### config.mk
export PLATFORM = sky130hd
export DESIGN_NAME = servo_status_packet_parser
export DESIGN_NICKNAME = d
export VERILOG_FILES = /design/src/sspp_pkg.sv /design/src/servo_status_packet_parser.sv
export SDC_FILE = /design/constraint.sdc
export NUM_CORES = 1
export LEC_CHECK = 0
export BUFFER_PORTS_ARGS = -buffer_cell sky130_fd_sc_hd__buf_2
export CORE_UTILIZATION = 35
export CTS_CLUSTER_DIAMETER = 80
export DETAILED_ROUTE_END_ITERATION = 10
export GPL_ROUTABILITY_DRIVEN = 0
export PLACE_DENSITY_LB_ADDON = 0.12
export SYNTH_ARGS = -nofsm -noshare
export SYNTH_HDL_FRONTEND = slang
export SYNTH_SLANG_ARGS = --single-unit
### constraint.sdc
create_clock -name clock -period 3.9 [get_ports clock]
set_input_delay 0.585 -clock clock [delete_from_list [all_inputs] [get_ports clock]]
set_output_delay 0.585 -clock clock [all_outputs]
set_load 0.03 [all_outputs]
### src/sspp_pkg.sv
package sspp_pkg;

   // Byte values of the status packet
   localparam logic [7:0] HDR_BYTE   = 8'hFF;
   localparam logic [7:0] STATUS_LEN = 8'd4;
   localparam logic [7:0] NO_ERROR   = 8'd0;

   // Body byte positions after the two header bytes
   localparam int unsigned BODY_CNT_W = 3;
   localparam logic [BODY_CNT_W-1:0] BODY_ID       = 3'd0;
   localparam logic [BODY_CNT_W-1:0] BODY_LENGTH   = 3'd1;
   localparam logic [BODY_CNT_W-1:0] BODY_ERROR    = 3'd2;
   localparam logic [BODY_CNT_W-1:0] BODY_POS_LOW  = 3'd3;
   localparam logic [BODY_CNT_W-1:0] BODY_POS_HIGH = 3'd4;
   localparam logic [BODY_CNT_W-1:0] BODY_CHECKSUM = 3'd5;

   // Stream widths
   localparam int unsigned REQ_DATA_W = 8;
   localparam int unsigned RSP_DATA_W = 40;

   // Register port
   localparam int unsigned CSR_ADDR_W = 3;
   localparam int unsigned CSR_DATA_W = 32;
   localparam logic [CSR_ADDR_W-3:0] CSR_EXPECTED_ID = 1'b0;
   localparam logic [7:0] EXPECTED_ID_RESET = 8'd1;

endpackage

### src/servo_status_packet_parser.sv
// Servo status packet parser.
//
// req_* carries received serial bytes, one item per byte. The block hunts
// for two consecutive 0xFF header bytes, then collects id, length, error,
// position low, position high and checksum. When the checksum byte is
// accepted, one item goes out on rsp_* with the position, id, error byte
// and two flags: frame_ok (id matches expected_id, length 4, error 0) and
// checksum_ok (checksum equals the inverted low byte of the body sum).
// Bad packets are still reported, only with their flags cleared.
//
// Throughput is one byte per cycle. The result is registered and shows on
// rsp_tvalid the cycle after the checksum byte is accepted. If the
// receiver stalls, the result is held and req_tready drops until it is
// taken, since the single output register is the only place for it.
//
// csr_* is an APB-style port with one register, expected_id at address 0.
// Reset clears the parser to hunting, empties the output register and sets
// expected_id to 1.
module servo_status_packet_parser (
   input  logic                            clock,
   input  logic                            reset,
   // slave stream
   input  logic                            req_tvalid,
   output logic                            req_tready,
   input  logic [sspp_pkg::REQ_DATA_W-1:0] req_tdata,   // [7:0] rx_byte
   // master stream
   output logic                            rsp_tvalid,
   input  logic                            rsp_tready,
   // [15:0] position, [23:16] servo_id, [31:24] error_bits,
   // [32] frame_ok, [33] checksum_ok, [39:34] zero
   output logic [sspp_pkg::RSP_DATA_W-1:0] rsp_tdata,
   // register port
   input  logic                            csr_psel,
   input  logic                            csr_penable,
   input  logic                            csr_pwrite,
   input  logic [sspp_pkg::CSR_ADDR_W-1:0] csr_paddr,
   input  logic [sspp_pkg::CSR_DATA_W-1:0] csr_pwdata,
   output logic [sspp_pkg::CSR_DATA_W-1:0] csr_prdata,
   output logic                            csr_pready
);
   import sspp_pkg::*;

   // parser control state
   logic                  collecting_ff, collecting_in;
   logic                  last_was_ff_ff, last_was_ff_in;
   logic [BODY_CNT_W-1:0] body_count_ff, body_count_in;

   // held packet bytes
   logic [7:0] held_id_ff, held_id_in;
   logic [7:0] held_length_ff, held_length_in;
   logic [7:0] held_error_ff, held_error_in;
   logic [7:0] held_pos_low_ff, held_pos_low_in;
   logic [7:0] held_pos_high_ff, held_pos_high_in;
   logic [7:0] running_sum_ff, running_sum_in;

   // output register
   logic                  rsp_tvalid_ff, rsp_tvalid_in;
   logic [RSP_DATA_W-1:0] rsp_tdata_ff, rsp_tdata_in;

   // configuration
   logic [7:0] expected_id_ff, expected_id_in;

   logic       req_fire;
   logic       rsp_load;
   logic [7:0] rx_byte;
   logic       frame_ok;
   logic       checksum_ok;

   // Accept a byte whenever the output register is empty or being drained.
   assign req_tready = !rsp_tvalid_ff || rsp_tready;
   assign req_fire   = req_tvalid && req_tready;
   assign rx_byte    = req_tdata[7:0];

   assign frame_ok    = (held_id_ff == expected_id_ff) && (held_length_ff == STATUS_LEN) &&
                        (held_error_ff == NO_ERROR);
   assign checksum_ok = (~running_sum_ff == rx_byte);

   always_comb begin
      collecting_in    = collecting_ff;
      last_was_ff_in   = last_was_ff_ff;
      body_count_in    = body_count_ff;
      held_id_in       = held_id_ff;
      held_length_in   = held_length_ff;
      held_error_in    = held_error_ff;
      held_pos_low_in  = held_pos_low_ff;
      held_pos_high_in = held_pos_high_ff;
      running_sum_in   = running_sum_ff;
      rsp_load         = 1'b0;

      if (req_fire) begin
         if (!collecting_ff) begin
            // Hunt: the second of two 0xFF bytes opens a packet.
            if (last_was_ff_ff && (rx_byte == HDR_BYTE)) begin
               collecting_in  = 1'b1;
               body_count_in  = BODY_ID;
               running_sum_in = 8'd0;
               last_was_ff_in = 1'b0;
            end else begin
               last_was_ff_in = (rx_byte == HDR_BYTE);
            end
         end else begin
            case (body_count_ff)
               BODY_ID:       held_id_in       = rx_byte;
               BODY_LENGTH:   held_length_in   = rx_byte;
               BODY_ERROR:    held_error_in    = rx_byte;
               BODY_POS_LOW:  held_pos_low_in  = rx_byte;
               BODY_POS_HIGH: held_pos_high_in = rx_byte;
               default:       ;
            endcase

            if (body_count_ff < BODY_CHECKSUM) begin
               running_sum_in = running_sum_ff + rx_byte;
               body_count_in  = body_count_ff + 1'b1;
            end else begin
               // Checksum byte: emit the result and go back to hunting.
               rsp_load       = 1'b1;
               collecting_in  = 1'b0;
               last_was_ff_in = 1'b0;
               body_count_in  = BODY_ID;
            end
         end
      end
   end

   // Load a new result, else drop the old one once taken.
   always_comb begin
      rsp_tvalid_in = rsp_tvalid_ff;
      rsp_tdata_in  = rsp_tdata_ff;
      if (rsp_load) begin
         rsp_tvalid_in = 1'b1;
         rsp_tdata_in  = {6'd0, checksum_ok, frame_ok, held_error_ff, held_id_ff,
                          held_pos_high_ff, held_pos_low_ff};
      end else if (rsp_tready) begin
         rsp_tvalid_in = 1'b0;
      end
   end

   // Register write in the access phase; pready is tied high.
   always_comb begin
      expected_id_in = expected_id_ff;
      if (csr_psel && csr_penable && csr_pwrite &&
          (csr_paddr[CSR_ADDR_W-1:2] == CSR_EXPECTED_ID)) begin
         expected_id_in = csr_pwdata[7:0];
      end
   end

   always_comb begin
      csr_prdata = '0;
      if (csr_paddr[CSR_ADDR_W-1:2] == CSR_EXPECTED_ID) begin
         csr_prdata = {{(CSR_DATA_W-8){1'b0}}, expected_id_ff};
      end
   end

   assign csr_pready = 1'b1;

   always_ff @(posedge clock) begin
      if (reset) begin
         collecting_ff  <= 1'b0;
         last_was_ff_ff <= 1'b0;
         body_count_ff  <= BODY_ID;
         rsp_tvalid_ff  <= 1'b0;
         expected_id_ff <= EXPECTED_ID_RESET;
      end else begin
         collecting_ff  <= collecting_in;
         last_was_ff_ff <= last_was_ff_in;
         body_count_ff  <= body_count_in;
         rsp_tvalid_ff  <= rsp_tvalid_in;
         expected_id_ff <= expected_id_in;
      end
   end

   // Payload registers carry no reset.
   always_ff @(posedge clock) begin
      held_id_ff       <= held_id_in;
      held_length_ff   <= held_length_in;
      held_error_ff    <= held_error_in;
      held_pos_low_ff  <= held_pos_low_in;
      held_pos_high_ff <= held_pos_high_in;
      running_sum_ff   <= running_sum_in;
      rsp_tdata_ff     <= rsp_tdata_in;
   end

   assign rsp_tvalid = rsp_tvalid_ff;
   assign rsp_tdata  = rsp_tdata_ff;

endmodule

==> results.yml, run 1 <==
sta:
  final_hold_viol_count: 0
  fin_crit_sh_pct: 63.5
  rsz0062_at_grt: "false"
  period_minus_slack_ns: 2.48
  slew_headroom_pct: 23.7
  skew_ns: 0.00430
  timing.fmax_ghz: 0.404
  fin_tns_setup_ns: 0
  drv_slew: 0
  setup_viol: 0
  hold_slack_ns: 0.419
  worstMarginPinSlew_ns: 1.14
synth:
  synth.distinct_cells: 45
  yosys.area_share.simple_pct: 10.5
  synth_top_family_by_area: "simple AND/OR/NAND/NOR gates"
  syn_inst: 282
  synth_xor_area_share_pct: 1.97
  synthArstFlopShare_pct: 0
  netlist_area_um2: 4000
  synth_enable_flop_cells: 82
  seq_area_frac_synth_pct: 68.6
  avgSynthCellArea_um2: 14.2
  ys.flop_type: "edfxtp_1"
  ys_ff_latch: 96
  synthAdderAreaFrac_pct: 4.26
  yosys_warnings: 0
  synthMuxAreaShare_pct: 0.250
  synth_compound_area_share_pct: 6.92
critical_path:
  critical_path.max_fanout: 16
  arrival_ns: 2.43
  r2r_slack_ns: 1.42
  critPathKind: "flop to flop"
  cp-end-kind: "flop"
  timing.rr.end: "held_length_ff[7]"
  required_ns: 3.85
  reg2regPathDepth: 2
  critPathLaunchType: "flop"
  reg2reg_from: "collecting_ff"
floorplanning:
  die_w_um: 109
  ios: 125
  die_area_um2: 11900
  fp.dieH_um: 109
  initial_core_util_pct: 36.4
  row_count: 38
  fp.coreArea_um2: 11000
worst_hold_path:
  holdCritStartpoint: "held_pos_low_ff[3]"
  min_to: "rsp_tdata[3]"
  hold_depth: 0
  hp-class: "flop to flop"
drt:
  wl_per_cell_um: 14.5
  drtPass1Iterations: 5
  drc: 0
  routed_via_density: 4.58
  vias: 2298
  wirelength_mm: 7.28
  ant_nets: 0
  drtIter0Drc: 99
run_status:
  status: "finished, final reports clean"
cells_and_area:
  final_core_util_pct: 42.9
  multiInputGateArea_um2: 1080
  final_area_um2: 4710
  layout-drive-gt1-share_pct: 25.4
  nets: 420
  seqCellArea_um2: 2740
  n_fill_cell: 1017
  syn2layout_area_growth_pct: 17.8
  n_antenna_cell: 0
grt:
  gr-usage-all-layers_pct: 13.4
  grt_overflow: 0
  grt_pass1_vias: 2145
  antenna_found_initial: 0
  grt_pass1_wl_mm: 11.4
  grt_max_degree: 36
clocking:
  htreeDepth: 3
  path_clk_slew_ns: 0.07
  cts_root_buf: "clkbuf_16"
  cts_hold_buffers: 0
  post_cts_buffers: 0
  cts_tree: "yes"
  clkSinkCount: 96
  clock_latency_ns: 0.33
  cts_max_path_buffers: 2
  numCtsBuffers: 9
  post_cts_resized: 0
pwr:
  power_density_nw_per_um2: 456
  p_leak_nw: 1.71
  power_mw: 2.15
  ir_drop_mv: 0.182
place:
  dp_hpwl_mm: 4.90
  placed_cell_area_um2: 4390
  portBuffers: 67
flow_run:
  cap_violations: 0
## worst max path at each step
| stage | cells after the start | start | endpoint | slack, ns |
|---|---|---|---|---|
| 4_1_cts | 2 | collecting_ff | held_length_ff[7] | 1.43 |
| 3_3_place_gp | 5 | req_tdata[4] | running_sum_ff[2] | 1.33 |
| 2_1_floorplan | 3 | rsp_tready | rsp_tdata[0] | 0.80 |
| 3_5_place_dp | 5 | req_tdata[3] | running_sum_ff[2] | 1.38 |
| 6_report | 2 | collecting_ff | held_length_ff[7] | 1.42 |
| 5_1_grt | 2 | collecting_ff | held_length_ff[7] | 1.22 |
## Yosys cell counts, types with 3 or more instances
cell type  instances  area share (%)
xnor2_1            9             2.0
inv_1             11             1.0
nor3b_1            3            0.56
dfxtp_1           14             7.0
nand4_1            8             1.3
o21ai_0            4            0.50
a21o_1             3            0.56
nor4_1             4            0.63
nand2_1           26             2.4
edfxtp_1          82              62
o21a_1             3            0.56
buf_4             31             5.8
nor2_1             7            0.66
nor2b_1            9             1.4
nor3_1             6            0.75
ha_1              12             3.8
a21oi_1           14             1.8
## cells in the final DEF, fill, tap and decap left out, types with 2 or more instances in the layout
master,count
and2_1,2
o311ai_1,2
clkbuf_16,9
nand2_1,26
nand3_1,2
nand2b_1,2
nor2_1,6
nand4_1,8
buf_2,67
inv_1,11
o21ai_0,4
edfxtp_1,82
conb_1,31
clkinvlp_4,2
a211oi_1,2
dfxtp_1,14
nor3b_1,3
nor3_1,6
buf_4,2
ha_1,12
a21oi_1,14
a21o_1,3
xnor2_1,9
a211o_1,2
nor4_1,4
nor2b_1,9
bufinv_16,2
or3_1,2
clkinv_4,2
o21a_1,3
## state kept, by name (all words and copies together), names as in the netlist
| signal | flops |
|---|---|
| rsp_tdata | 34 |
| expected_id_ff | 8 |
| held_error_ff | 8 |
| held_id_ff | 8 |
| held_length_ff | 8 |
| held_pos_high_ff | 8 |
| held_pos_low_ff | 8 |
| running_sum_ff | 8 |
| body_count_ff | 3 |
| collecting_ff | 1 |
| last_was_ff_ff | 1 |
| rsp_tvalid | 1 |
## worst max-delay path, stage by stage, from the launching register on
cell	delay (ns)
dfxtp_1	0.67
nand3_1	0.40
nor3b_1	1.02
## cell families after synthesis
family          count (synthesis)
compound gates                 38
xor+xnor                        9
fa+ha+maj                      13
buf+inv                        45
flops                          96
mux                             1
other cells                     2
simple gates                   78
## stage by stage
stage,setup slack [ns],cells
floorplan,0.799,311
global placement,1.33,486
detailed placement,1.38,486
CTS,1.43,502
global route,1.22,502
finish,1.42,502
## final cells by class
cell class | instances | share of cell area [%]
clock inverter | 7 | 2.05
timing repair buffer | 69 | 7.44
inverter | 11 | 0.877
sequential | 96 | 58.3
multi-input combinational | 170 | 22.9
clock buffer | 9 | 4.78
tap | 140 | 3.72
## where the power goes
part | internal (mW) | switching (mW)
registers | 1.11 | 0.00169
clock network | 0.562 | 0.373
logic | 0.0243 | 0.0816
total | 1.69 | 0.456
## routing by layer
metal / up-vias / part of all wire, % / global-route usage [%]
met4: 0 / 1.8 / 6.27
met3: 8 / 4.3 / 4.30
li1: 1131 / - / -
met2: 70 / 46 / 19.9
met5: - / 0 / 0
met1: 1089 / 48 / 17.7
No activity file was read; power rests on OpenSTA's default activity.
==> run 2: changes to the inputs <==
clock period = 2.3 ns   (was 3.9 ns; I/O delays follow)
==> run 2 against run 1 <==
  * Routed wire length down 1.6%
  * Clock-buffer cell count up 1
  * Flip-flop and latch count unchanged
  * Sequential power up 69%
  * Final area up 0.13%
  * Power up 56%
  * Clock skew up 0.0026 ns
==> results.yml, run 2 (synthesized netlist as in run 1, its figures left out) <==
pwr:
  switching_share_pct: 21.5
  ir_drop_mv: 0.283
  power_density_nw_per_um2: 713
  power_mw: 3.36
  p_switching_mw: 0.724
  power_frac_seq_pct: 55.9
  comb_power_share_pct: 5.5
  cell_internal_pwr_mw: 2.64
  p_clk_share_pct: 38.6
  p_leak_nw: 1.73
cells_and_area:
  syn2layout_area_growth_pct: 17.9
  largest_reg_flops: 34
  n_antenna_cell: 0
  final_cell_mix: "82 x edfxtp_1, 67 x buf_2, 31 x conb_1, 26 x nand2_1"
  final_area_um2: 4710
  layout-drive-gt1-share_pct: 26.8
  n_fill_cell: 1026
  nets: 430
  layout_commonest_cell: "edfxtp_1"
  seqCellArea_um2: 2740
  multiInputGateArea_um2: 1080
sta:
  period_minus_slack_ns: 1.96
  skew_ns: 0.00687
  fin_crit_sh_pct: 85.1
  final_hold_viol_count: 0
  timing.fmax_ghz: 0.511
  setup_viol: 0
  fin_tns_setup_ns: 0
  hold_slack_ns: 0.228
  rsz0062_at_grt: "false"
  drv_slew: 0
place:
  portBuffers: 67
  placed_cell_area_um2: 4460
  dp_hpwl_mm: 5.03
clocking:
  cts_root_buf: "clkbuf_16"
  cts_hold_buffers: 0
  cts_tree: "yes"
  clock_latency_ns: 0.33
  cts_max_path_buffers: 2
  post_cts_resized: 0
  post_cts_buffers: 0
  clkSinkCount: 96
  htreeDepth: 3
  numCtsBuffers: 9
  path_clk_slew_ns: 0.06
critical_path:
  cp_cell_sequence: "ha_1, inv_1, fa_1, nor2b_4, o31ai_2, a2111o_1, o311ai_1"
  r2r_slack_ns: 0.34
  cp_slowest_cell: "a2111o_1"
  crit_start: "running_sum_ff[0]"
  cp-end-kind: "flop"
  critPathLaunchType: "flop"
  cp_slowest_stage_delay_ns: 0.43
  path_delay_family: "adder cells"
  critical_path.max_fanout: 3
  required_ns: 2.44
  reg2regPathDepth: 7
  worst-path-buf-inv: 1
  critPathKind: "flop to flop"
  reg2reg_from: "running_sum_ff[0]"
  arrival_ns: 2.09
  cp.depth: 7
drt:
  wirelength_mm: 7.17
  drc: 0
  routed_via_density: 4.53
  drtPass1Iterations: 4
  ant_nets: 0
  drtIter0Drc: 106
  wl_per_cell_um: 14.1
  vias: 2310
grt:
  grt.busiest_layer: "met2"
  grt_max_degree: 26
  grt_overflow: 0
  grt_pass1_vias: 2122
  grt_pass1_wl_mm: 11.1
  gr-usage-met3_pct: 3.05
  grt_util_met2_pct: 19.4
  antenna_found_initial: 0
  grtUsageMet1_pct: 18.0
  gr-usage-all-layers_pct: 13.0
flow_run:
  cap_violations: 0
floorplanning:
  initial_core_util_pct: 36.4
  fp.dieH_um: 109
  die_w_um: 109
  row_count: 38
  die_area_um2: 11900
  ios: 125
  fp.coreArea_um2: 11000
worst_hold_path:
  hold_depth: 3
  hp-class: "input port to flop"
  holdCritStartpoint: "csr_pwdata[0]"
run_status:
  status: "finished, final reports clean"
==> run 2: cell types whose count changed in the layout (fill, tap and decap cells not counted), sizes merged <==
cell | before | now
buf | 69 | 79
bufinv | 2 | 0
clkbuf | 9 | 10
clkinv | 3 | 2
==> run 2: worst min-delay path, delay by kind of cell <==
family,cells,cell delay [ns]
buffers and inverters,1,0.07
AND/OR/NAND/NOR,2,0.11
==> run 2: power by group through the flow <==
stage	combinational (mW)	sequential [mW]	clock, mW
CTS	0.186	1.88	1.33
finish	0.185	1.88	1.30
detailed placement	0.185	1.92	0
floorplan	0.163	1.92	0
global placement	0.185	1.92	0
global route	0.202	1.88	1.40
==> run 2: cell type report <==
cell class                      count  area share, %
Timing Repair Buffer               79           9.02
Clock buffer                       10           4.86
Multi-Input combinational cell    170           22.9
Inverter                           11          0.876
Sequential cell                    96           58.2
Tap cell                          140           3.72
Clock inverter                      4          0.504
==> run 2: through the flow <==
step	cells	worst slack, ns	utilization (%)
floorplan	311	0.145	-
global placement	496	0.251	40.6
detailed placement	496	0.246	40.6
CTS	510	0.354	42.9
global route	510	0.253	42.9
finish	510	0.343	42.9
==> run 2: path summary, 6_finish.rpt <==
check,to
max,running_sum_ff[6]
min,expected_id_ff[0]
max reg2reg,running_sum_ff[6]
min reg2reg,rsp_tdata[5]
==> run 2: metal layers <==
metal,routed length [µm],part of all wire (%)
met1,3470,48
met2,3310,46
met3,285,4.0
met4,101,1.4
met5,0,0
